==> config.mk <==
export PLATFORM = sky130hd
export DESIGN_NAME = mask_run_copy_code_generator_top
export DESIGN_NICKNAME = d
export VERILOG_FILES = /design/src/rtl/core/mrcg_pkg.sv /design/src/rtl/core/mask_run_copy_code_generator_top.sv /design/src/rtl/core/mrcg_cfg.sv /design/src/rtl/core/mrcg_datapath.sv /design/src/rtl/core/mrcg_ctrl.sv
export SDC_FILE = /design/constraint.sdc
export NUM_CORES = 2
export LEC_CHECK = 0
export ABC_AREA = 1
export ABC_CLOCK_PERIOD_IN_PS = 20600
export BUFFER_PORTS_ARGS = -buffer_cell sky130_fd_sc_hd__buf_4
export CAP_MARGIN = 15
export CORE_UTILIZATION = 49
export DETAILED_ROUTE_END_ITERATION = 16
export PLACE_DENSITY = 0.73
export SLEW_MARGIN = 20
export SYNTH_ARGS = -nofsm -noshare
export SYNTH_HDL_FRONTEND = slang
export SYNTH_SLANG_ARGS = --single-unit
==> constraint.sdc <==
create_clock -name clk -period 20.6 [get_ports clk]
set_clock_uncertainty 0.05 [all_clocks]
set_input_delay 3.09 -clock clk [delete_from_list [all_inputs] [get_ports clk]]
set_output_delay 3.09 -clock clk [all_outputs]
set_load 0.1 [all_outputs]
==> src/rtl/core/mrcg_pkg.sv <==
// ----------------------------------------------------------------------------
// mrcg_pkg
// Shared types and constants of the mask run copy code generator.
// ----------------------------------------------------------------------------
package mrcg_pkg;

    // Configuration register indexes
    localparam logic [2:0] CFG_MASK_PITCH    = 3'd0;
    localparam logic [2:0] CFG_SOURCE_PITCH  = 3'd1;
    localparam logic [2:0] CFG_WINDOW_X      = 3'd2;
    localparam logic [2:0] CFG_WINDOW_Y      = 3'd3;
    localparam logic [2:0] CFG_WINDOW_WIDTH  = 3'd4;
    localparam logic [2:0] CFG_WINDOW_HEIGHT = 3'd5;
    localparam logic [2:0] CFG_BANKED_MODE   = 3'd6;
    localparam logic [2:0] CFG_PAGE_ROUTINE  = 3'd7;

    // Most code bytes kept for one pixel
    localparam logic [6:0] MAX_BURST = 7'd64;

    // Base of the banked video window
    localparam logic [31:0] BANK_BASE = 32'h000A_0000;

    typedef struct packed {
        logic [15:0] mask_pitch;
        logic [15:0] source_pitch;
        logic [11:0] window_x;
        logic [11:0] window_y;
        logic [11:0] window_width;
        logic [11:0] window_height;
        logic        banked_mode;
        logic [31:0] page_routine_address;
    } cfg_t;

    // Instructions the generator can emit
    typedef enum logic [3:0] {
        INS_ADD_ESI,
        INS_ADD_EDI,
        INS_MOV_EBX,
        INS_MOV_EAX,
        INS_MOV_EDI,
        INS_MOV_ECX,
        INS_CALL_EBX,
        INS_REP_MOVSD,
        INS_MOVSD,
        INS_MOVSW,
        INS_MOVSW_MOVSB,
        INS_MOVSB,
        INS_RET
    } ins_t;

    // Immediate sources
    typedef enum logic [3:0] {
        IMM_ZERO,
        IMM_ROUTINE,
        IMM_DSRC,
        IMM_DDST,
        IMM_PAGE1,
        IMM_PAGE2,
        IMM_EDI1,
        IMM_EDI0,
        IMM_BLOCKS
    } imm_sel_t;

    // Copy count sources
    typedef enum logic [1:0] {
        CNT_N,
        CNT_FIRST,
        CNT_REST
    } cnt_sel_t;

    typedef struct packed {
        logic [2:0]  len;
        logic [47:0] bytes;
    } ins_img_t;

    typedef struct packed {
        logic     load;
        logic     hdr_init;
        logic     pix;
        logic     lin_add_ddst;
        logic     calc_p2;
        logic     set_page1;
        logic     set_page2;
        logic     lin_add_n;
        logic     run_end;
        logic     load_cnt;
        cnt_sel_t cnt_sel;
        logic     emit;
        ins_t     ins;
        imm_sel_t imm_sel;
        logic     flush;
    } cmd_t;

    typedef struct packed {
        logic       emit_idle;
        logic       banked;
        logic       first_pix;
        logic       dsrc_pos;
        logic       ddst_pos;
        logic       run_pending;
        logic       last;
        logic       split;
        logic       page_diff;
        logic       cnt_ge4;
        logic       blocks_one;
        logic [1:0] tail;
        logic       rest_nz;
        logic       flush_ok;
    } status_t;

    // Byte image of one instruction, first byte in the low bits
    function automatic ins_img_t ins_image(ins_t ins, logic [31:0] imm);
        ins_img_t img;
        img = '0;
        unique case (ins)
            INS_ADD_ESI:     img = '{len: 3'd6, bytes: {imm, 8'hC6, 8'h81}};
            INS_ADD_EDI:     img = '{len: 3'd6, bytes: {imm, 8'hC7, 8'h81}};
            INS_MOV_EBX:     img = '{len: 3'd5, bytes: {8'h00, imm, 8'hBB}};
            INS_MOV_EAX:     img = '{len: 3'd5, bytes: {8'h00, imm, 8'hB8}};
            INS_MOV_EDI:     img = '{len: 3'd5, bytes: {8'h00, imm, 8'hBF}};
            INS_MOV_ECX:     img = '{len: 3'd5, bytes: {8'h00, imm, 8'hB9}};
            INS_CALL_EBX:    img = '{len: 3'd2, bytes: {32'h0, 8'hD3, 8'hFF}};
            INS_REP_MOVSD:   img = '{len: 3'd2, bytes: {32'h0, 8'hA5, 8'hF3}};
            INS_MOVSD:       img = '{len: 3'd1, bytes: {40'h0, 8'hA5}};
            INS_MOVSW:       img = '{len: 3'd2, bytes: {32'h0, 8'hA5, 8'h66}};
            INS_MOVSW_MOVSB: img = '{len: 3'd3, bytes: {24'h0, 8'hA4, 8'hA5, 8'h66}};
            INS_MOVSB:       img = '{len: 3'd1, bytes: {40'h0, 8'hA4}};
            INS_RET:         img = '{len: 3'd1, bytes: {40'h0, 8'hC3}};
            default:         img = '0;
        endcase
        return img;
    endfunction

endpackage

==> src/rtl/core/mask_run_copy_code_generator_top.sv <==
// ----------------------------------------------------------------------------
// mask_run_copy_code_generator_top
// Turns a window of mask pixels into a byte stream of x86 copy code.
//
//   channel   signals                                   direction
//   input     in_valid, in_stall, mask_pixel            pixel words in
//   output    out_valid, out_stall, code_byte,          code words out
//             last_of_burst, end_of_program
//   config    cfg_write, cfg_index, cfg_data            register writes
//
// A pixel that ends no run passes the accept, update, check and flush steps.
// A run end adds the sequencer steps that emit its code bytes; the banked
// header adds 12 bytes, RET 1 byte.
// in_stall is high from the accept until the last code word sits in the
// output register; out_stall holds the emitter and so lengthens the pixel.
// Reset clears the position and run state; no clearing pass is needed.
// ----------------------------------------------------------------------------
module mask_run_copy_code_generator_top
    import mrcg_pkg::*;
#(
    parameter int COORD_BITS = 12
)
(
    input  logic        clk,
    input  logic        rst_n,
    input  logic        cfg_write,
    input  logic [2:0]  cfg_index,
    input  logic [31:0] cfg_data,
    input  logic        in_valid,
    output logic        in_stall,
    input  logic [7:0]  mask_pixel,
    output logic        out_valid,
    input  logic        out_stall,
    output logic [7:0]  code_byte,
    output logic        last_of_burst,
    output logic        end_of_program
);

    cfg_t    cfg;
    cmd_t    cmd;
    status_t st;

    // Configuration registers
    mrcg_cfg u_cfg (
        .clk       (clk),
        .rst_n     (rst_n),
        .cfg_write (cfg_write),
        .cfg_index (cfg_index),
        .cfg_data  (cfg_data),
        .cfg       (cfg)
    );

    // Sequencer
    mrcg_ctrl u_ctrl (
        .clk      (clk),
        .rst_n    (rst_n),
        .in_valid (in_valid),
        .in_stall (in_stall),
        .st       (st),
        .cmd      (cmd)
    );

    // Datapath and output word
    mrcg_datapath #(
        .COORD_BITS (COORD_BITS)
    ) u_dp (
        .clk            (clk),
        .rst_n          (rst_n),
        .cfg            (cfg),
        .cmd            (cmd),
        .st             (st),
        .mask_pixel     (mask_pixel),
        .out_valid      (out_valid),
        .out_stall      (out_stall),
        .code_byte      (code_byte),
        .last_of_burst  (last_of_burst),
        .end_of_program (end_of_program)
    );

endmodule

==> src/rtl/core/mrcg_cfg.sv <==
// ----------------------------------------------------------------------------
// mrcg_cfg
// Configuration register file, written through a plain write port.
// ----------------------------------------------------------------------------
module mrcg_cfg
    import mrcg_pkg::*;
(
    input  logic        clk,
    input  logic        rst_n,
    input  logic        cfg_write,
    input  logic [2:0]  cfg_index,
    input  logic [31:0] cfg_data,
    output cfg_t        cfg
);

    cfg_t cfg_reg;

    // Write the addressed register
    always_ff @(posedge clk or negedge rst_n)
    begin
        if (!rst_n)
        begin
            cfg_reg.mask_pitch           <= 16'd320;
            cfg_reg.source_pitch         <= 16'd320;
            cfg_reg.window_x             <= 12'd0;
            cfg_reg.window_y             <= 12'd0;
            cfg_reg.window_width         <= 12'd320;
            cfg_reg.window_height        <= 12'd200;
            cfg_reg.banked_mode          <= 1'b0;
            cfg_reg.page_routine_address <= 32'd0;
        end
        else if (cfg_write)
        begin
            unique case (cfg_index)
                CFG_MASK_PITCH:    cfg_reg.mask_pitch           <= cfg_data[15:0];
                CFG_SOURCE_PITCH:  cfg_reg.source_pitch         <= cfg_data[15:0];
                CFG_WINDOW_X:      cfg_reg.window_x             <= cfg_data[11:0];
                CFG_WINDOW_Y:      cfg_reg.window_y             <= cfg_data[11:0];
                CFG_WINDOW_WIDTH:  cfg_reg.window_width         <= cfg_data[11:0];
                CFG_WINDOW_HEIGHT: cfg_reg.window_height        <= cfg_data[11:0];
                CFG_BANKED_MODE:   cfg_reg.banked_mode          <= cfg_data[0];
                CFG_PAGE_ROUTINE:  cfg_reg.page_routine_address <= cfg_data;
                default:           cfg_reg.mask_pitch           <= cfg_reg.mask_pitch;
            endcase
        end
    end

    assign cfg = cfg_reg;

endmodule

==> src/rtl/core/mrcg_datapath.sv <==
// ----------------------------------------------------------------------------
// mrcg_datapath
// Run tracking, address arithmetic, instruction byte emitter and output word.
// ----------------------------------------------------------------------------
module mrcg_datapath
    import mrcg_pkg::*;
#(
    parameter int COORD_BITS = 12
)
(
    input  logic        clk,
    input  logic        rst_n,
    input  cfg_t        cfg,
    input  cmd_t        cmd,
    output status_t     st,
    input  logic [7:0]  mask_pixel,
    output logic        out_valid,
    input  logic        out_stall,
    output logic [7:0]  code_byte,
    output logic        last_of_burst,
    output logic        end_of_program
);

    localparam int LEN_W = COORD_BITS + 1;

    typedef enum logic [1:0] {
        RUN_OFF,
        RUN_GAP,
        RUN_ON
    } mode_t;

    // Pixel position and run state
    logic [COORD_BITS-1:0] col_reg, row_reg;
    mode_t                 mode_reg;
    logic [31:0]           rs_src_reg, rs_dst_reg;
    logic [LEN_W-1:0]      len_reg;
    logic [31:0]           src_cur_reg, dst_cur_reg, src_off_reg;
    logic [15:0]           cur_page_reg;
    logic [31:0]           lin_reg;
    logic                  pend_reg, last_reg;

    // Per pixel work values
    logic [7:0]            pixel_reg;
    logic [31:0]           dest_reg;
    logic [15:0]           p2_reg;
    logic [16:0]           first_reg;
    logic                  split_reg;
    logic [LEN_W-1:0]      cnt_reg;

    // Emitter and output
    logic [47:0]           sh_reg;
    logic [2:0]            left_reg;
    logic [7:0]            hold_reg;
    logic                  hold_v_reg;
    logic [6:0]            bcnt_reg;
    logic                  out_v_reg;
    logic [7:0]            out_byte_reg;
    logic                  out_last_reg, out_eop_reg;

    // Window geometry, zero size taken as one
    logic [15:0]           w16, h16, wx16, wy16;
    logic [COORD_BITS-1:0] w_m, h_m, w_eff, h_eff;
    logic [COORD_BITS:0]   x, y, col_inc, row_inc;
    logic [47:0]           prod;
    logic                  trans, row_end, is_last;

    assign w16   = {4'd0, cfg.window_width};
    assign h16   = {4'd0, cfg.window_height};
    assign wx16  = {4'd0, cfg.window_x};
    assign wy16  = {4'd0, cfg.window_y};
    assign w_m   = w16[COORD_BITS-1:0];
    assign h_m   = h16[COORD_BITS-1:0];
    assign w_eff = (w_m == '0) ? {{(COORD_BITS-1){1'b0}}, 1'b1} : w_m;
    assign h_eff = (h_m == '0) ? {{(COORD_BITS-1){1'b0}}, 1'b1} : h_m;

    assign x       = {1'b0, wx16[COORD_BITS-1:0]} + {1'b0, col_reg};
    assign y       = {1'b0, wy16[COORD_BITS-1:0]} + {1'b0, row_reg};
    assign prod    = 48'(y) * 48'(cfg.mask_pitch);
    assign col_inc = {1'b0, col_reg} + {{COORD_BITS{1'b0}}, 1'b1};
    assign row_inc = {1'b0, row_reg} + {{COORD_BITS{1'b0}}, 1'b1};
    assign trans   = (pixel_reg == 8'hFF);
    assign row_end = (col_inc >= {1'b0, w_eff});
    assign is_last = row_end && (row_inc >= {1'b0, h_eff});

    // Run arithmetic
    logic [31:0] n32, dsrc, ddst, lin_n, imm;
    logic [16:0] n17, first_next, rest17;
    logic [LEN_W-1:0] cnt_next;

    assign n32        = 32'(len_reg);
    assign n17        = 17'(len_reg);
    assign dsrc       = rs_src_reg - src_cur_reg;
    assign ddst       = rs_dst_reg - dst_cur_reg;
    assign lin_n      = lin_reg + n32;
    assign first_next = 17'h10000 - {1'b0, lin_reg[15:0]};
    assign rest17     = n17 - first_reg;

    always_comb
    begin
        unique case (cmd.cnt_sel)
            CNT_N:     cnt_next = len_reg;
            CNT_FIRST: cnt_next = first_reg[LEN_W-1:0];
            CNT_REST:  cnt_next = rest17[LEN_W-1:0];
            default:   cnt_next = len_reg;
        endcase
    end

    // Select the immediate
    always_comb
    begin
        unique case (cmd.imm_sel)
            IMM_ZERO:    imm = 32'd0;
            IMM_ROUTINE: imm = cfg.page_routine_address;
            IMM_DSRC:    imm = dsrc;
            IMM_DDST:    imm = ddst;
            IMM_PAGE1:   imm = {16'd0, lin_reg[31:16]};
            IMM_PAGE2:   imm = {16'd0, p2_reg};
            IMM_EDI1:    imm = BANK_BASE + {16'd0, lin_reg[15:0]};
            IMM_EDI0:    imm = BANK_BASE;
            IMM_BLOCKS:  imm = 32'(cnt_reg[LEN_W-1:2]);
            default:     imm = 32'd0;
        endcase
    end

    // Latch the pixel and its destination address, the page split values and the copy count
    always_ff @(posedge clk)
    begin
        if (cmd.load)
        begin
            pixel_reg <= mask_pixel;
            dest_reg  <= prod[31:0] + 32'(x);
        end
        if (cmd.calc_p2)
        begin
            p2_reg    <= lin_n[31:16];
            first_reg <= first_next;
        end
        if (cmd.load_cnt)
        begin
            cnt_reg <= cnt_next;
        end
    end

    // Advance the run state
    always_ff @(posedge clk or negedge rst_n)
    begin
        if (!rst_n)
        begin
            col_reg      <= '0;
            row_reg      <= '0;
            mode_reg     <= RUN_OFF;
            rs_src_reg   <= '0;
            rs_dst_reg   <= '0;
            len_reg      <= '0;
            src_cur_reg  <= '0;
            dst_cur_reg  <= '0;
            src_off_reg  <= '0;
            cur_page_reg <= '0;
            lin_reg      <= '0;
            pend_reg     <= 1'b0;
            last_reg     <= 1'b0;
            split_reg    <= 1'b0;
        end
        else if (cmd.flush && st.flush_ok && last_reg)
        begin
            // program done: back to the start state
            col_reg      <= '0;
            row_reg      <= '0;
            mode_reg     <= RUN_OFF;
            rs_src_reg   <= '0;
            rs_dst_reg   <= '0;
            len_reg      <= '0;
            src_cur_reg  <= '0;
            dst_cur_reg  <= '0;
            src_off_reg  <= '0;
            cur_page_reg <= '0;
            lin_reg      <= '0;
            last_reg     <= 1'b0;
        end
        else
        begin
            if (cmd.hdr_init)
            begin
                cur_page_reg <= '0;
                lin_reg      <= '0;
            end
            if (cmd.pix)
            begin
                if (trans)
                begin
                    if (mode_reg != RUN_ON)
                    begin
                        rs_src_reg <= src_off_reg;
                        rs_dst_reg <= dest_reg;
                        len_reg    <= {{(LEN_W-1){1'b0}}, 1'b1};
                    end
                    else
                    begin
                        len_reg <= len_reg + {{(LEN_W-1){1'b0}}, 1'b1};
                    end
                end
                pend_reg <= (!trans && mode_reg == RUN_ON) || (row_end && trans);
                last_reg <= is_last;
                if (row_end)
                begin
                    mode_reg    <= RUN_OFF;
                    src_off_reg <= src_off_reg + 32'd1 + 32'(cfg.source_pitch)
                                   - 32'(w_eff);
                    col_reg     <= '0;
                    if (!is_last)
                    begin
                        row_reg <= row_inc[COORD_BITS-1:0];
                    end
                end
                else
                begin
                    mode_reg    <= trans ? RUN_ON : RUN_GAP;
                    src_off_reg <= src_off_reg + 32'd1;
                    col_reg     <= col_inc[COORD_BITS-1:0];
                end
            end
            if (cmd.lin_add_ddst)
            begin
                lin_reg <= lin_reg + ddst;
            end
            if (cmd.calc_p2)
            begin
                split_reg <= (lin_reg[31:16] != lin_n[31:16]);
            end
            if (cmd.set_page1)
            begin
                cur_page_reg <= lin_reg[31:16];
            end
            if (cmd.set_page2)
            begin
                cur_page_reg <= p2_reg;
            end
            if (cmd.lin_add_n)
            begin
                lin_reg <= lin_n;
            end
            if (cmd.run_end)
            begin
                src_cur_reg <= rs_src_reg + n32;
                dst_cur_reg <= rs_dst_reg + n32;
            end
        end
    end

    // Emitter: shift out one byte per cycle when the hold stage can move
    ins_img_t img;
    logic     out_free, adv, keep, flush_move;

    assign img        = ins_image(cmd.ins, imm);
    assign out_free   = !out_v_reg || !out_stall;
    assign adv        = (left_reg != 3'd0) && (!hold_v_reg || out_free);
    assign keep       = adv && (bcnt_reg < MAX_BURST);
    assign flush_move = cmd.flush && hold_v_reg && out_free;

    always_ff @(posedge clk or negedge rst_n)
    begin
        if (!rst_n)
        begin
            left_reg   <= 3'd0;
            hold_v_reg <= 1'b0;
            bcnt_reg   <= 7'd0;
            out_v_reg  <= 1'b0;
        end
        else
        begin
            if (cmd.load)
            begin
                bcnt_reg <= 7'd0;
            end
            else if (keep)
            begin
                bcnt_reg <= bcnt_reg + 7'd1;
            end

            if (cmd.emit)
            begin
                left_reg <= img.len;
            end
            else if (adv)
            begin
                left_reg <= left_reg - 3'd1;
            end

            if (keep)
            begin
                hold_v_reg <= 1'b1;
            end
            else if (flush_move)
            begin
                hold_v_reg <= 1'b0;
            end

            if ((keep && hold_v_reg) || flush_move)
            begin
                out_v_reg <= 1'b1;
            end
            else if (!out_stall)
            begin
                out_v_reg <= 1'b0;
            end
        end
    end

    // Shift register, hold stage and output word payload
    always_ff @(posedge clk)
    begin
        if (cmd.emit)
        begin
            sh_reg <= img.bytes;
        end
        else if (adv)
        begin
            sh_reg <= {8'd0, sh_reg[47:8]};
        end
        if (keep)
        begin
            hold_reg <= sh_reg[7:0];
        end
        if (keep && hold_v_reg)
        begin
            out_byte_reg <= hold_reg;
            out_last_reg <= 1'b0;
            out_eop_reg  <= 1'b0;
        end
        else if (flush_move)
        begin
            out_byte_reg <= hold_reg;
            out_last_reg <= 1'b1;
            out_eop_reg  <= last_reg;
        end
    end

    assign out_valid      = out_v_reg;
    assign code_byte      = out_byte_reg;
    assign last_of_burst  = out_last_reg;
    assign end_of_program = out_eop_reg;

    // Status to the controller
    assign st.emit_idle   = (left_reg == 3'd0);
    assign st.banked      = cfg.banked_mode;
    assign st.first_pix   = (col_reg == '0) && (row_reg == '0);
    assign st.dsrc_pos    = (dsrc != 32'd0) && !dsrc[31];
    assign st.ddst_pos    = (ddst != 32'd0) && !ddst[31];
    assign st.run_pending = pend_reg;
    assign st.last        = last_reg;
    assign st.split       = split_reg;
    assign st.page_diff   = (lin_reg[31:16] != cur_page_reg);
    assign st.cnt_ge4     = (cnt_reg[LEN_W-1:2] != '0);
    assign st.blocks_one  = (cnt_reg[LEN_W-1:2] == {{(LEN_W-3){1'b0}}, 1'b1});
    assign st.tail        = cnt_reg[1:0];
    assign st.rest_nz     = (n17 > first_reg);
    assign st.flush_ok    = !hold_v_reg || out_free;

endmodule

==> src/rtl/core/mrcg_ctrl.sv <==
// ----------------------------------------------------------------------------
// mrcg_ctrl
// Sequencer: walks header, run end, copy, RET and flush steps of one pixel.
// ----------------------------------------------------------------------------
module mrcg_ctrl
    import mrcg_pkg::*;
(
    input  logic    clk,
    input  logic    rst_n,
    input  logic    in_valid,
    output logic    in_stall,
    input  status_t st,
    output cmd_t    cmd
);

    typedef enum logic [4:0] {
        S_IDLE,
        S_HDR_EBX,
        S_HDR_EAX,
        S_HDR_CALL,
        S_PIX,
        S_CHK,
        S_R_SRC,
        S_R_DST,
        S_R_LIN,
        S_R_P2,
        S_R_SEL1,
        S_R_CALL1,
        S_R_EDI1,
        S_R_SEL2,
        S_R_CALL2,
        S_R_EDI2,
        S_R_LEND,
        S_R_END,
        S_C_MAIN,
        S_C_REP,
        S_C_TAIL,
        S_RET,
        S_FLUSH
    } state_t;

    state_t state_reg, state_next;
    state_t ret_reg, ret_next;

    // Hold state and copy return point
    always_ff @(posedge clk or negedge rst_n)
    begin
        if (!rst_n)
        begin
            state_reg <= S_IDLE;
            ret_reg   <= S_R_END;
        end
        else
        begin
            state_reg <= state_next;
            ret_reg   <= ret_next;
        end
    end

    assign in_stall = (state_reg != S_IDLE);

    // Next state and commands
    always_comb
    begin
        state_next  = state_reg;
        ret_next    = ret_reg;
        cmd         = '0;
        cmd.ins     = INS_RET;
        cmd.imm_sel = IMM_ZERO;
        cmd.cnt_sel = CNT_N;
        unique case (state_reg)
            S_IDLE:
            begin
                if (in_valid)
                begin
                    cmd.load   = 1'b1;
                    state_next = (st.first_pix && st.banked) ? S_HDR_EBX : S_PIX;
                end
            end
            S_HDR_EBX:
            begin
                if (st.emit_idle)
                begin
                    cmd.emit    = 1'b1;
                    cmd.ins     = INS_MOV_EBX;
                    cmd.imm_sel = IMM_ROUTINE;
                    state_next  = S_HDR_EAX;
                end
            end
            S_HDR_EAX:
            begin
                if (st.emit_idle)
                begin
                    cmd.emit    = 1'b1;
                    cmd.ins     = INS_MOV_EAX;
                    cmd.imm_sel = IMM_ZERO;
                    state_next  = S_HDR_CALL;
                end
            end
            S_HDR_CALL:
            begin
                if (st.emit_idle)
                begin
                    cmd.emit     = 1'b1;
                    cmd.ins      = INS_CALL_EBX;
                    cmd.hdr_init = 1'b1;
                    state_next   = S_PIX;
                end
            end
            S_PIX:
            begin
                cmd.pix    = 1'b1;
                state_next = S_CHK;
            end
            S_CHK:
            begin
                priority if (st.run_pending)
                    state_next = S_R_SRC;
                else if (st.last)
                    state_next = S_RET;
                else
                    state_next = S_FLUSH;
            end
            S_R_SRC:
            begin
                if (st.emit_idle)
                begin
                    if (st.dsrc_pos)
                    begin
                        cmd.emit    = 1'b1;
                        cmd.ins     = INS_ADD_ESI;
                        cmd.imm_sel = IMM_DSRC;
                    end
                    state_next = st.banked ? S_R_LIN : S_R_DST;
                end
            end
            S_R_DST:
            begin
                if (st.emit_idle)
                begin
                    if (st.ddst_pos)
                    begin
                        cmd.emit    = 1'b1;
                        cmd.ins     = INS_ADD_EDI;
                        cmd.imm_sel = IMM_DDST;
                    end
                    cmd.load_cnt = 1'b1;
                    cmd.cnt_sel  = CNT_N;
                    ret_next     = S_R_END;
                    state_next   = S_C_MAIN;
                end
            end
            S_R_LIN:
            begin
                cmd.lin_add_ddst = 1'b1;
                state_next       = S_R_P2;
            end
            S_R_P2:
            begin
                cmd.calc_p2 = 1'b1;
                state_next  = S_R_SEL1;
            end
            S_R_SEL1:
            begin
                if (st.emit_idle)
                begin
                    if (st.page_diff)
                    begin
                        cmd.emit      = 1'b1;
                        cmd.ins       = INS_MOV_EAX;
                        cmd.imm_sel   = IMM_PAGE1;
                        cmd.set_page1 = 1'b1;
                        state_next    = S_R_CALL1;
                    end
                    else
                    begin
                        state_next = S_R_EDI1;
                    end
                end
            end
            S_R_CALL1:
            begin
                if (st.emit_idle)
                begin
                    cmd.emit   = 1'b1;
                    cmd.ins    = INS_CALL_EBX;
                    state_next = S_R_EDI1;
                end
            end
            S_R_EDI1:
            begin
                if (st.emit_idle)
                begin
                    cmd.emit     = 1'b1;
                    cmd.ins      = INS_MOV_EDI;
                    cmd.imm_sel  = IMM_EDI1;
                    cmd.load_cnt = 1'b1;
                    cmd.cnt_sel  = st.split ? CNT_FIRST : CNT_N;
                    ret_next     = st.split ? S_R_SEL2 : S_R_LEND;
                    state_next   = S_C_MAIN;
                end
            end
            S_R_SEL2:
            begin
                if (st.emit_idle)
                begin
                    cmd.emit      = 1'b1;
                    cmd.ins       = INS_MOV_EAX;
                    cmd.imm_sel   = IMM_PAGE2;
                    cmd.set_page2 = 1'b1;
                    state_next    = S_R_CALL2;
                end
            end
            S_R_CALL2:
            begin
                if (st.emit_idle)
                begin
                    cmd.emit   = 1'b1;
                    cmd.ins    = INS_CALL_EBX;
                    state_next = S_R_EDI2;
                end
            end
            S_R_EDI2:
            begin
                if (st.emit_idle)
                begin
                    cmd.emit     = 1'b1;
                    cmd.ins      = INS_MOV_EDI;
                    cmd.imm_sel  = IMM_EDI0;
                    cmd.load_cnt = 1'b1;
                    cmd.cnt_sel  = CNT_REST;
                    ret_next     = S_R_LEND;
                    state_next   = st.rest_nz ? S_C_MAIN : S_R_LEND;
                end
            end
            S_R_LEND:
            begin
                cmd.lin_add_n = 1'b1;
                state_next    = S_R_END;
            end
            S_R_END:
            begin
                cmd.run_end = 1'b1;
                state_next  = st.last ? S_RET : S_FLUSH;
            end
            S_C_MAIN:
            begin
                if (st.emit_idle)
                begin
                    if (st.cnt_ge4)
                    begin
                        cmd.emit = 1'b1;
                        if (st.blocks_one)
                        begin
                            cmd.ins    = INS_MOVSD;
                            state_next = S_C_TAIL;
                        end
                        else
                        begin
                            cmd.ins     = INS_MOV_ECX;
                            cmd.imm_sel = IMM_BLOCKS;
                            state_next  = S_C_REP;
                        end
                    end
                    else
                    begin
                        state_next = S_C_TAIL;
                    end
                end
            end
            S_C_REP:
            begin
                if (st.emit_idle)
                begin
                    cmd.emit   = 1'b1;
                    cmd.ins    = INS_REP_MOVSD;
                    state_next = S_C_TAIL;
                end
            end
            S_C_TAIL:
            begin
                if (st.emit_idle)
                begin
                    unique case (st.tail)
                        2'd1:
                        begin
                            cmd.emit = 1'b1;
                            cmd.ins  = INS_MOVSB;
                        end
                        2'd2:
                        begin
                            cmd.emit = 1'b1;
                            cmd.ins  = INS_MOVSW;
                        end
                        2'd3:
                        begin
                            cmd.emit = 1'b1;
                            cmd.ins  = INS_MOVSW_MOVSB;
                        end
                        default:
                        begin
                            cmd.emit = 1'b0;
                        end
                    endcase
                    state_next = ret_reg;
                end
            end
            S_RET:
            begin
                if (st.emit_idle)
                begin
                    cmd.emit   = 1'b1;
                    cmd.ins    = INS_RET;
                    state_next = S_FLUSH;
                end
            end
            S_FLUSH:
            begin
                if (st.emit_idle)
                begin
                    cmd.flush = 1'b1;
                    if (st.flush_ok)
                    begin
                        state_next = S_IDLE;
                    end
                end
            end
            default:
            begin
                state_next = S_IDLE;
            end
        endcase
    end

endmodule
# Word-level counts from Yosys, hierarchy flattened
# Cells that the tools add are included.
word_totals:
  wordCells: 339
  output_inout_bits: 12
  reg_bits: 537
  input_bits: 48
classes:
  mul: 1
  muxes: 127
  n_reduce_logical: 67
  eq_ne: 81
  n_addsub: 20
  magnitude_cmp: 4
  bitwise_logic: 1
ops:
  columns: ["cell", "count"]
  rows:
  - ["$pmux W51 S13", 1]
  - ["$mux W32", 19]
  - ["$pmux W32 S8", 1]
  - ["$mux W12", 12]
  - ["$mux W5", 27]
  - ["$pmux W5 S22", 1]
  - ["$add A32 B13 Y32", 3]
  - ["$mux W48", 2]
  - ["$mux W9", 10]
  - ["$pmux W5 S13", 1]
  - ["$mux W16", 4]
  - ["$reduce_bool A32 Y1", 2]
  - ["$sub A32 B32 Y32", 2]
  - ["$mux W13", 4]
  - ["$logic_not A12 Y1", 4]
  - ["$eq A5 B4 Y1 const B", 8]
  - ["$ne A2 B2 Y1 const B", 19]
  - ["$pmux W4 S9", 1]
  - ["$eq A5 B5 Y1 const B", 7]
  - ["$add A32 B1 Y32 const B", 1]
  - ["$add A32 B16 Y32", 1]
  - ["$add A32 B32 Y32", 1]
  - ["$eq A4 B3 Y1 const B", 8]
  - ["$ne A16 B16 Y1", 2]
  - ["other kinds (55)", 160]

# Longest topological paths before layout
logic_depth:
  word_depth: 10
  mapped_depth: 48

# Modules after synthesis
# A second synthesis with hierarchy kept.
hier_totals:
  cells_unflattened: 6695
  hier_area_um2: 47590.6
modules_own_cells:
  columns: ["mod", "seq_area_each_um2", "cells_per_inst", "n_inst", "area_per_inst_um2"]
  rows:
  - ["mrcg_datapath", 10965.5, 5929, 1, 41496.0]
  - ["mrcg_cfg", 2839.0, 503, 1, 4409.2]
  - ["mrcg_ctrl", 202.7, 263, 1, 1685.4]

# Worst setup path before layout
# Ideal clock, no wire load.
synth_path:
  path_type: "reg-to-reg"
  start: "reg u_dp.row_reg[2]"
  end: "reg u_dp.dest_reg[29], data pin"
  stages_incl_launch_ff: 47
  t_arrival_ns: 6.835
  slack_ns: 13.463
  required_ns: 20.298
  path_cell_list: "dfrtp_1 -> ha_1 -> a21oi_1 -> and2_1 -> or2_2 -> nand2_1 -> a21oi_1 -> nor2_1 -> o21ai_0 -> nand2_1 -> nand2_1 -> nand2_1 -> a21oi_1 -> inv_1 -> nand2_1 -> inv_1 -> o21a_1 -> o21ai_0 -> (+11 left out) -> a21oi_1 -> nand2_1 -> nand3_1 -> nand2_1 -> nand2_1 -> nand2_1 -> nand2_1 -> nand2_1 -> nand2_1 -> nand2_1 -> nand3_1 -> nand2_1 -> nand2_1 -> nand2_1 -> nand2_1 -> nand2_1 -> nand2_1 -> nand2_1"
synth_via:
  elab_chain_cells: 3
synth_rtl:
  columns: ["element", "line_no", "source"]
  rows:
  - ["start: declaration", "mrcg_datapath.sv:33", "logic [COORD_BITS-1:0] col_reg, row_reg;"]
  - ["start signal: assignment", "mrcg_datapath.sv:212", "row_reg <= row_inc[COORD_BITS-1:0];"]
  - ["$add A12 B12 Y13", "mrcg_datapath.sv:77", "assign y = {1'b0, wy16[COORD_BITS-1:0]} + {1'b0, row_reg};"]
  - ["$mul A13 B16 Y29", "mrcg_datapath.sv:78", "assign prod = 48'(y) * 48'(cfg.mask_pitch);"]
  - ["$add A29 B13 Y30", "mrcg_datapath.sv:131", "dest_reg <= prod[31:0] + 32'(x);"]
  - ["end signal: assignment", "mrcg_datapath.sv:131", null]
  - ["end: declaration", "mrcg_datapath.sv:44", "logic [31:0] dest_reg;"]
# No other way between the ends.
# A chain may end at the register's enable or synchronous reset.

# Worst setup path in the final report
layout_path:
  start: "reg u_dp.row_reg[2]"
  end: "reg u_dp.dest_reg[27], data pin"
# Same word-level chain as after synthesis.

==> results.ini <==
[grt]
grt_pass1_wl_um = 207000
grtUsageTotal = 0.2941
grt_antenna_before_repair = 3
grt_max_degree = 84
grt_pass1_vias = 37582
overflow = 0

[drt]
ant_nets = 0
drtPass1Iterations = 6
routedWlPerCell_um = 18.91
vias = 38990
drc = 0
dr.first_iter.drc_count = 3988
vias_per_cell = 5.592
drt_wl_total_um = 131900

[yosys]
ys_ff_latch = 530
synth.yosys.warnings = 0
synth_cell_types = 74
synthesis.area_sq_um = 43600
synth_ff_type = dfrtp_1
ys_top_cells_by_area = dfrtp_1 21%, nand2_1 12%, edfxtp_1 10%, ha_1 9.5%, fa_1 9.0%
synth_top_area_share = 0.2118
synth-seq-area-share = 0.3213
syn_nets = 6314
synth_area_per_cell_sq_um = 7.596
synth_edf_count = 148
synth_commonest_cells = 1393 x nand2_1, 1040 x inv_1, 389 x o21ai_0
synth.most_common_cell = nand2_1
synth_top_area_cell = dfrtp_1
synth_cells = 5740
async_reset_ff_frac = 0.7170

[placement]
dp_hpwl_um = 103700
port_buffers = 59
place_congestion = 0.9798

[floorplan]
std_cell_rows = 109
placeableCoreArea_sq_um = 88240
ioPinCount = 60
fp.dieW_um = 300.3
dieHeight_um = 300.3
start_util = 0.4941
dieArea_sq_um = 90170

[worst_setup_path]
worst-path-buf-inv = 4
r2r-end = u_dp.dest_reg[27]
worst_setup_path_end_kind = flop
cp-start-kind = flop
cp_slowest_cell = fa_1
cp.arrival_ns = 8.55
worstSetupStartpoint = u_dp.row_reg[2]
critPathKind = reg -> reg
ff2ff_setup_slack_ns = 12.37
cp.required_ns = 20.92
path_delay_family = adder cells
cpMostUsedCell = nand2_1
r2r_cells = 45
r2r-start = u_dp.row_reg[2]
critical_path.max_stage_delay_ns = 0.53
worstPathMaxFanout = 12

[clocking]
cts_htree_levels = 3
cts-root-buf = clkbuf_16
cts_buffers = 66
clock_path_buffers = 3
cts_sinks = 530
cts_tree = built
path_clk_slew_ns = 0.06
ctsHoldBuffers = 0
cts_resized = 0
cts_setup_buffers = 0
clk_latency_ns = 0.63

[sta]
relSlewSlack = 0.2919
post-route-min-period_ns = 8.232
finalCritPeriodShare = 0.3996
finalSetupTns_ns = 0
fmax_ghz = 0.1215
worst_pin_slew_ns = 1.060
setup-violations-final = 0
rsz0062_at_grt = false
drv_slew = 0
hold_violations = 0

[worst_hold_path]
holdPathStages = 0
whs_endpoint = u_dp.hold_reg[1]
hp-start = u_dp.sh_reg[1]
hold_path_class = reg -> reg

[flow_run]
maxCapViolations = 0

[layout]
largest_reg_flops = 113
fin_nets = 6330
num-fill-cells = 8222
regArea_sq_um = 14010
areaGrowthSynthToFinish_pct = 8.724
multi_input_area_sq_um = 25070
drive_gt1_frac = 0.05648

[run_status]
status = finished clean

## per-layer routing
layer / part of all wire / wire, um / global-route usage
met1: 0.41 / 54690 / 0.3882
met4: 0.051 / 6779 / 0.1416
met3: 0.072 / 9478 / 0.03331
met2: 0.46 / 60910 / 0.4817
met5: 0.000099 / 13 / 0
## kinds of logic after synthesis
family / Yosys count / share of synthesized area
muxes: 14 / 0.003616
buffers and inverters: 1204 / 0.1049
other: 1 / 0.00008601
and+or+nand+nor: 2322 / 0.2244
AOI/OAI and AO/OA: 983 / 0.1289
DFF: 530 / 0.3213
xor gates and xnor gates: 160 / 0.03214
adders and majority gates: 526 / 0.1847
## placed cells by master, fill, tap and decap left out, types with 24 or more instances in the layout
master     count
a21oi_1      296
buf_4         89
clkbuf_16     70
dfrtp_1      369
edfxtp_1     148
fa_1         196
ha_1         330
inv_1       1040
nand2_1     1392
nand3_1      256
nand4_1       68
nor2_1       384
nor3_1        85
nor4_1        33
o211ai_1      27
o21ai_0      389
o22ai_1       74
o31ai_1       24
xnor2_1       29
xor2_1       130
## layout make-up
type	instances	share of cell area
clock buffer	90	0.03980
multi-input combinational	4006	0.5288
timing repair buffer	90	0.01441
clock inverter	29	0.006440
inverter	1062	0.08420
antenna	1	0.00005279
tap	1165	0.03075
sequential	530	0.2955
## worst max-delay path by stage
stage                              to  slack [ns]  cells after the start
finish              u_dp.dest_reg[27]       12.37                     45
floorplan           u_dp.dest_reg[29]       13.46                     46
CTS                 u_dp.dest_reg[27]       12.43                     45
global route        u_dp.dest_reg[27]       11.74                     46
detailed placement  u_dp.dest_reg[27]       12.47                     45
global placement    u_dp.dest_reg[29]       12.54                     46
## stage by stage
step                      utilization  setup slack [ns]  hold slack, ns  std cells  area, sq um
after CTS                      0.5371             12.43          0.3683       6972        47390
after global routing           0.5372             11.74          0.3810       6972        47400
after floorplan                     -             13.46          0.3503       5740        43600
final                          0.5372             12.37          0.3682       6973        47400
after global placement         0.5121             12.54          0.3508       6853        45190
after detailed placement       0.5123             12.47          0.3554       6853        45200
Power is left out: the tool's default activity adds up to more than one toggle a clock period on the data nets, which glitch-free logic cannot reach.
